File: config.mk
export PLATFORM = sky130hd
export DESIGN_NAME = srisc_exec
export DESIGN_NICKNAME = d
export VERILOG_FILES = /design/src/srisc_pkg.sv /design/src/srisc_exec.sv
export SDC_FILE = /design/constraint.sdc
export NUM_CORES = 1
export LEC_CHECK = 0
export BUFFER_PORTS_ARGS = -buffer_cell sky130_fd_sc_hd__buf_4
export CAP_MARGIN = 30
export CORE_ASPECT_RATIO = 1.2
export CORE_UTILIZATION = 40
export DETAILED_ROUTE_END_ITERATION = 10
export SLEW_MARGIN = 20
export SYNTH_ARGS = -nofsm -noshare
export SYNTH_HDL_FRONTEND = slang
export SYNTH_SLANG_ARGS = --single-unit
export TNS_END_PERCENT = 20
File: constraint.sdc
create_clock -name vclk -period 6.06
set_input_delay 0.606 -clock vclk [all_inputs]
set_output_delay 0.606 -clock vclk [all_outputs]
set_load 0.03 [all_outputs]
File: src/srisc_pkg.sv
// shared types and constants for the sixteen-bit risc core step block
// no dependencies; used by srisc_exec and sixteen_bit_risc_core_step
package srisc_pkg;

  localparam int MemWordsDef = 512;
  localparam int RegCount    = 8;
  localparam int RegIdxW     = $clog2(RegCount);

  // request op codes
  localparam logic [1:0] OpWrite = 2'd0;
  localparam logic [1:0] OpStep  = 2'd1;
  localparam logic [1:0] OpRead  = 2'd2;
  localparam logic [1:0] OpNone  = 2'd3;

  // instruction opcodes, bits 15:12
  localparam logic [3:0] OpcRtype = 4'd0;
  localparam logic [3:0] OpcJump  = 4'd2;
  localparam logic [3:0] OpcLw    = 4'd4;
  localparam logic [3:0] OpcSw    = 4'd5;
  localparam logic [3:0] OpcAddi  = 4'd8;
  localparam logic [3:0] OpcBeq   = 4'd9;

  // r-type funct codes
  localparam logic [2:0] FnAdd = 3'd0;
  localparam logic [2:0] FnSub = 3'd1;
  localparam logic [2:0] FnAnd = 3'd2;
  localparam logic [2:0] FnOr  = 3'd3;

  typedef struct packed {
    logic [1:0]         op;
    logic [8:0]         word_address;
    logic [15:0]        word_data;
    logic [RegIdxW-1:0] register_select;
  } srisc_in_t;

  typedef struct packed {
    logic [11:0]        program_counter;
    logic               halted;
    logic               reg_written;
    logic [RegIdxW-1:0] reg_dest;
    logic signed [31:0] reg_value;
    logic               mem_written;
    logic [8:0]         mem_address;
    logic               mem_fault;
  } srisc_out_t;

  // execute stage outcome
  typedef struct packed {
    logic [11:0]        pc_next;
    logic               reg_we;
    logic [RegIdxW-1:0] reg_dest;
    logic [31:0]        reg_value;
    logic               is_load;
    logic               is_store;
    logic               mem_ok;
    logic [8:0]         mem_address;
  } ex_res_t;

endpackage

File: src/srisc_exec.sv
// execute stage: alu, branch and jump target, load/store address check
// depends on srisc_pkg
module srisc_exec #(
  parameter int MEMORY_WORDS = srisc_pkg::MemWordsDef,
  localparam int AW = $clog2(MEMORY_WORDS)
) (
  input  logic [15:0]         instr_i,
  input  logic [31:0]         a_i,
  input  logic [31:0]         b_i,
  input  logic [11:0]         pc_i,
  input  logic [9:0]          prog_words_i,
  output srisc_pkg::ex_res_t  res_o,
  output logic [AW-1:0]       addr_o
);

  logic [3:0]  opc;
  logic [2:0]  rt;
  logic [2:0]  rd;
  logic [2:0]  fn;
  logic [5:0]  imm;
  logic [31:0] alu_val;
  logic [31:0] sum_val;
  logic [33:0] addr_full;
  logic        addr_ok;
  logic [11:0] pc_inc;

  assign opc    = instr_i[15:12];
  assign rt     = instr_i[8:6];
  assign rd     = instr_i[5:3];
  assign fn     = instr_i[2:0];
  assign imm    = instr_i[5:0];
  assign pc_inc = pc_i + 12'd1;

  always_comb begin
    unique case (fn)
      srisc_pkg::FnAdd: alu_val = a_i + b_i;
      srisc_pkg::FnSub: alu_val = a_i - b_i;
      srisc_pkg::FnAnd: alu_val = a_i & b_i;
      srisc_pkg::FnOr:  alu_val = a_i | b_i;
      default:          alu_val = '0;
    endcase
  end

  // data address is program size plus the signed 32-bit sum
  assign sum_val   = a_i + 32'(imm);
  assign addr_full = 34'(prog_words_i) + {{2{sum_val[31]}}, sum_val};
  assign addr_ok   = !addr_full[33] && (addr_full < 34'(MEMORY_WORDS));
  assign addr_o    = addr_full[AW-1:0];

  always_comb begin
    res_o         = '0;
    res_o.pc_next = pc_inc;
    unique case (opc) inside
      srisc_pkg::OpcRtype: begin
        res_o.reg_we    = 1'b1;
        res_o.reg_dest  = rd;
        res_o.reg_value = alu_val;
      end
      srisc_pkg::OpcJump: begin
        res_o.pc_next = instr_i[11:0];
      end
      srisc_pkg::OpcAddi: begin
        res_o.reg_we    = 1'b1;
        res_o.reg_dest  = rt;
        res_o.reg_value = sum_val;
      end
      srisc_pkg::OpcLw, srisc_pkg::OpcSw: begin
        res_o.is_load     = (opc == srisc_pkg::OpcLw);
        res_o.is_store    = (opc == srisc_pkg::OpcSw);
        res_o.reg_dest    = (opc == srisc_pkg::OpcLw) ? rt : '0;
        res_o.mem_ok      = addr_ok;
        res_o.mem_address = addr_ok ? addr_full[8:0] : '0;
      end
      srisc_pkg::OpcBeq: begin
        if (a_i == b_i) begin
          res_o.pc_next = pc_inc + 12'(imm);
        end
      end
      default: ;
    endcase
  end

endmodule

* Word-level counts from Yosys, hierarchy flattened
Cells that the tools add are included.
Word-level totals: bits in registers 0, bits of input ports 102, output and inout port bits 69, logic and storage cells 33
Cells by class: add/subtract/negate cells 6, magnitude comparators 1, eq/ne operators 9, muxes and demuxes 9, bitwise gates (word level) 2, reduce and logical (&&, ||, !) cells 6
Operators with widths (count):
- case mux 32 bit (4 select lines) | 1
- case mux 32 bit (2 select lines) | 1
- less-than comparator 34 x 10 -> 1 bit (second input constant) | 1
- adder 11 x 32 -> 33 bit | 1
- adder 32 bit | 1
- adder 32 x 6 -> 32 bit | 1
- AND 32 bit | 1
- equality test 32 bit | 1
- OR 32 bit | 1
- subtractor 32 bit | 1
- 2-to-1 mux 12 bit | 2
- case mux 12 bit (2 select lines) | 1
- adder 12 x 1 -> 12 bit (second input constant) | 1
- adder 12 x 6 -> 12 bit | 1
- 2-to-1 mux 9 bit | 1
- case mux 3 bit (3 select lines) | 1
- equality test 4 x 3 -> 1 bit (second input constant) | 2
- equality test 4 bit (second input constant) | 2
- equality test 3 x 2 -> 1 bit (second input constant) | 2
- equality test 4 x 2 -> 1 bit (second input constant) | 1
- logical NOT 4 bit | 1
- OR reduction 2 bit | 2
- equality test 3 x 1 -> 1 bit (second input constant) | 1
- logical NOT 3 bit | 1
- other kinds (4) | 4

* Logic depth before layout (Yosys ltp)
depth after elaboration 6, depth in mapped cells 18, mapped depth without buffers 18

* Worst setup path before layout
No wires, ideal clock.
kind input to output, from input port instr_i[1], to output port res_o[2] (netlist name), arrival 5.301 ns, data required time 5.454 ns, path slack 0.153 ns, cell stages on the path 18, path buffers 1, cells stage by stage clkbuf_1 -> inv_1 -> fa_1 -> nand2b_1 -> a21oi_1 -> nor2_1 -> xnor2_1 -> ha_1 -> o21a_1 -> o21a_1 -> o2111a_1 -> o22a_1 -> nor4b_1 -> nor4b_1 -> o21ai_0 -> a22oi_1 -> nand4_1 -> nor4_1
RTL lines:
- start, declared | line srisc_exec.sv:7 | input logic [15:0] instr_i,
- end, declared | line srisc_exec.sv:12 | output srisc_pkg::ex_res_t res_o,

==> results.yml <==
status:
  outcome: "finished, final reports clean"
worst_setup_path:
  worst-path-max-fanout: 4
  worstSetupEndpointType: "output port"
  endpoint: "res_o[4]"
  setup.worst_path.class: "in -> out"
  start_kind: "primary input"
  slowest_stage: "or3b_2"
  crit_required_ps: 5450
  cp_slowest_stage_delay_ps: 460
  cp.arrival_ps: 5110
  critPathLaunch: "a_i[0]"
  cp_cell_sequence: "buf_4, ha_1, inv_1, fa_1, nand2b_1, a21oi_2, nor2_1, xnor2_1, ha_1, or3_1, o2111a_1, o22a_1, nor4b_4, nor4b_1, or3b_2, a22oi_1, nand4_1, a2111oi_2, buf_4"
die:
  die-area_um2: 19300
  core_area_um2: 18300
  die_h_um: 152
  start_util: 0.410
  num_io_pins: 171
  rows: 54
  dieWidth_um: 127
route:
  vias_per_cell: 6.06
  first_pass_iters: 5
  routedWlPerCell_um: 19.8
  antenna_left: 0
  routed_wl_mm: 30.2
  drc: 0
  first_iter_violations: 776
  vias: 9264
yosys:
  synth.most_common_cell: "ha_1"
  synth_nets: 1362
  ys_top_cells_by_area: "ha_1 (20%), xnor2_1 (7.5%), o21ai_0 (5.6%)"
  yosys_warnings: 0
  yosys-top-cells-count: "ha_1 (120), inv_1 (107), nand2_1 (94), nor2_1 (89), o21ai_0 (84)"
  synth_area_um2: 7510
  yosysSeqAreaShare: 0
  synth_cell_types: 78
  yosys.area.top_type_share: 0.200
  syn_area_per_cell_um2: 6.62
  netlist_instances: 1135
  yosys.area.top_type: "ha_1"
sta:
  fin_setup_tns_ps: 0
  fin_crit_ps: 5720
  slew_headroom: 0.296
  slew_viol_final: 0
  holdWs_ps: 1540
  rsz0062_at_grt: "false"
  hold_viol: 0
  tightest_slew_ps: 1050
  fmax_mhz: 175
  fin_crit_sh: 0.943
  setup_viol: 0
power_and_ir_drop:
  p_per_area_nw_per_um2: 99.3
  peakVddDrop_uv: 98.1
  p_leak_nw: 4.10
global_routing:
  grt_pass1_wl_mm: 47.0
  grt_pass1_vias: 8635
  grt_max_degree: 55
  antenna_found_initial: 0
  track_usage: 0.303
  overflow: 0
cells_and_area:
  diodes: 0
  area_growth_pct: 21.7
  drive_gt1_frac: 0.177
  seq_cells: 0
  layout.cells.non_filler: 1528
  ff_latch_area_um2: 0
  num-clock-buffers: 0
  nFillCells: 1927
  layout.nets: 1505
  multi_input_area_um2: 6960
hold_path:
  hold_path_class: "in -> out"
placed_design:
  place.detailed.hpwl_mm: 24.8
  numPortBuffers: 171
  dp_cells: 1526
  globalplace.congestion: 0.966
flow_run:
  cap_violations: 0
## logic make-up (layout without fill, tap and decap cells)
kind of cell    Yosys count  after routing  share of synthesized area
compound gates          382            382                      0.343
xor+xnor                 84             84                     0.0989
fa+ha+maj               125            125                      0.213
buf+inv                 161            302                     0.0816
mux                       5              5                    0.00683
simple gates            378            378                      0.257
## worst max-delay path, delay by kind of cell
| family | cells | cell delay, ps |
|---|---|---|
| AND/OR/NAND/NOR | 7 | 1790 |
| XOR/XNOR | 1 | 150 |
| AO/OA/AOI/OAI | 5 | 1350 |
| adder cells (fa/ha/maj) | 3 | 830 |
| buffers and inverters | 3 | 370 |
## power breakdown
part	internal [mW]	total, mW	switching [mW]
logic	0.352	0.908	0.556
clock network	0	0	0
registers	0	0	0
## placed cells by master, fill, tap and decap left out, drive strengths merged, types with 7 or more instances in the layout
master | netlist | routed
a211oi | 21 | 21
nand2 | 95 | 95
o221ai | 16 | 16
nor4 | 15 | 15
nand2b | 18 | 18
and3 | 10 | 10
or3 | 9 | 9
nor3 | 40 | 40
nor4b | 7 | 7
a31oi | 14 | 14
a21o | 19 | 19
a22oi | 19 | 19
xor2 | 19 | 19
nor2b | 13 | 13
o21bai | 16 | 16
nand4 | 12 | 12
buf | 5 | 195
o21ai | 85 | 85
a21oi | 80 | 80
nand3b | 7 | 7
ha | 120 | 120
o31ai | 13 | 13
xnor2 | 65 | 65
inv | 107 | 107
a2111oi | 8 | 8
o21a | 15 | 15
a221oi | 10 | 10
o22ai | 8 | 8
nand3 | 35 | 35
o211ai | 7 | 7
nor2 | 89 | 89
## how the worst min path moves through the flow
stage / endpoint / from / slack, ps / cells after the start
finish: res_o[57] / instr_i[9] / 1540 / 4
global route: res_o[57] / instr_i[9] / 1560 / 4
CTS: res_o[57] / instr_i[9] / 1550 / 4
detailed placement: res_o[57] / instr_i[9] / 1540 / 4
global placement: res_o[57] / instr_i[9] / 1560 / 4
floorplan: res_o[11] / instr_i[12] / 1330 / 1
## timing repair
| item | 4_1_cts | 5_1_grt |
|---|---|---|
| hold endpoints to repair | 0 | 0 |
| hold buffers | 0 | 0 |
| setup buffers | 0 | 2 |
| resized for setup | 1 | 7 |
| pin swaps | 0 | 1 |
| setup endpoints to repair | 1 | 10 |
## layout make-up
class | count | area share
multi-input cells | 974 | 0.761
repair buffers | 195 | 0.160
inverters | 107 | 0.0439
well taps | 252 | 0.0345
## through the flow
| stage | cell area (um^2) | util | power [mW] | setup WS (ps) |
|---|---|---|---|---|
| after floorplan | 7510 | - | 0.583 | 153 |
| after global placement | 9070 | 0.496 | 0.884 | 183 |
| after detailed placement | 9080 | 0.496 | 0.885 | 17.0 |
| after CTS | 9090 | 0.496 | 0.890 | 160 |
| final | 9140 | 0.499 | 0.908 | 344 |
| after global routing | 9140 | 0.499 | 0.985 | 42.8 |
## layer usage
metal | routed length, um | global-route usage
met1 | 13500 | 0.425
met2 | 13700 | 0.503
met3 | 2060 | 0.0172
met4 | 885 | 0.0771
met5 | 0 | 0
(Power assumes the default switching activity.)
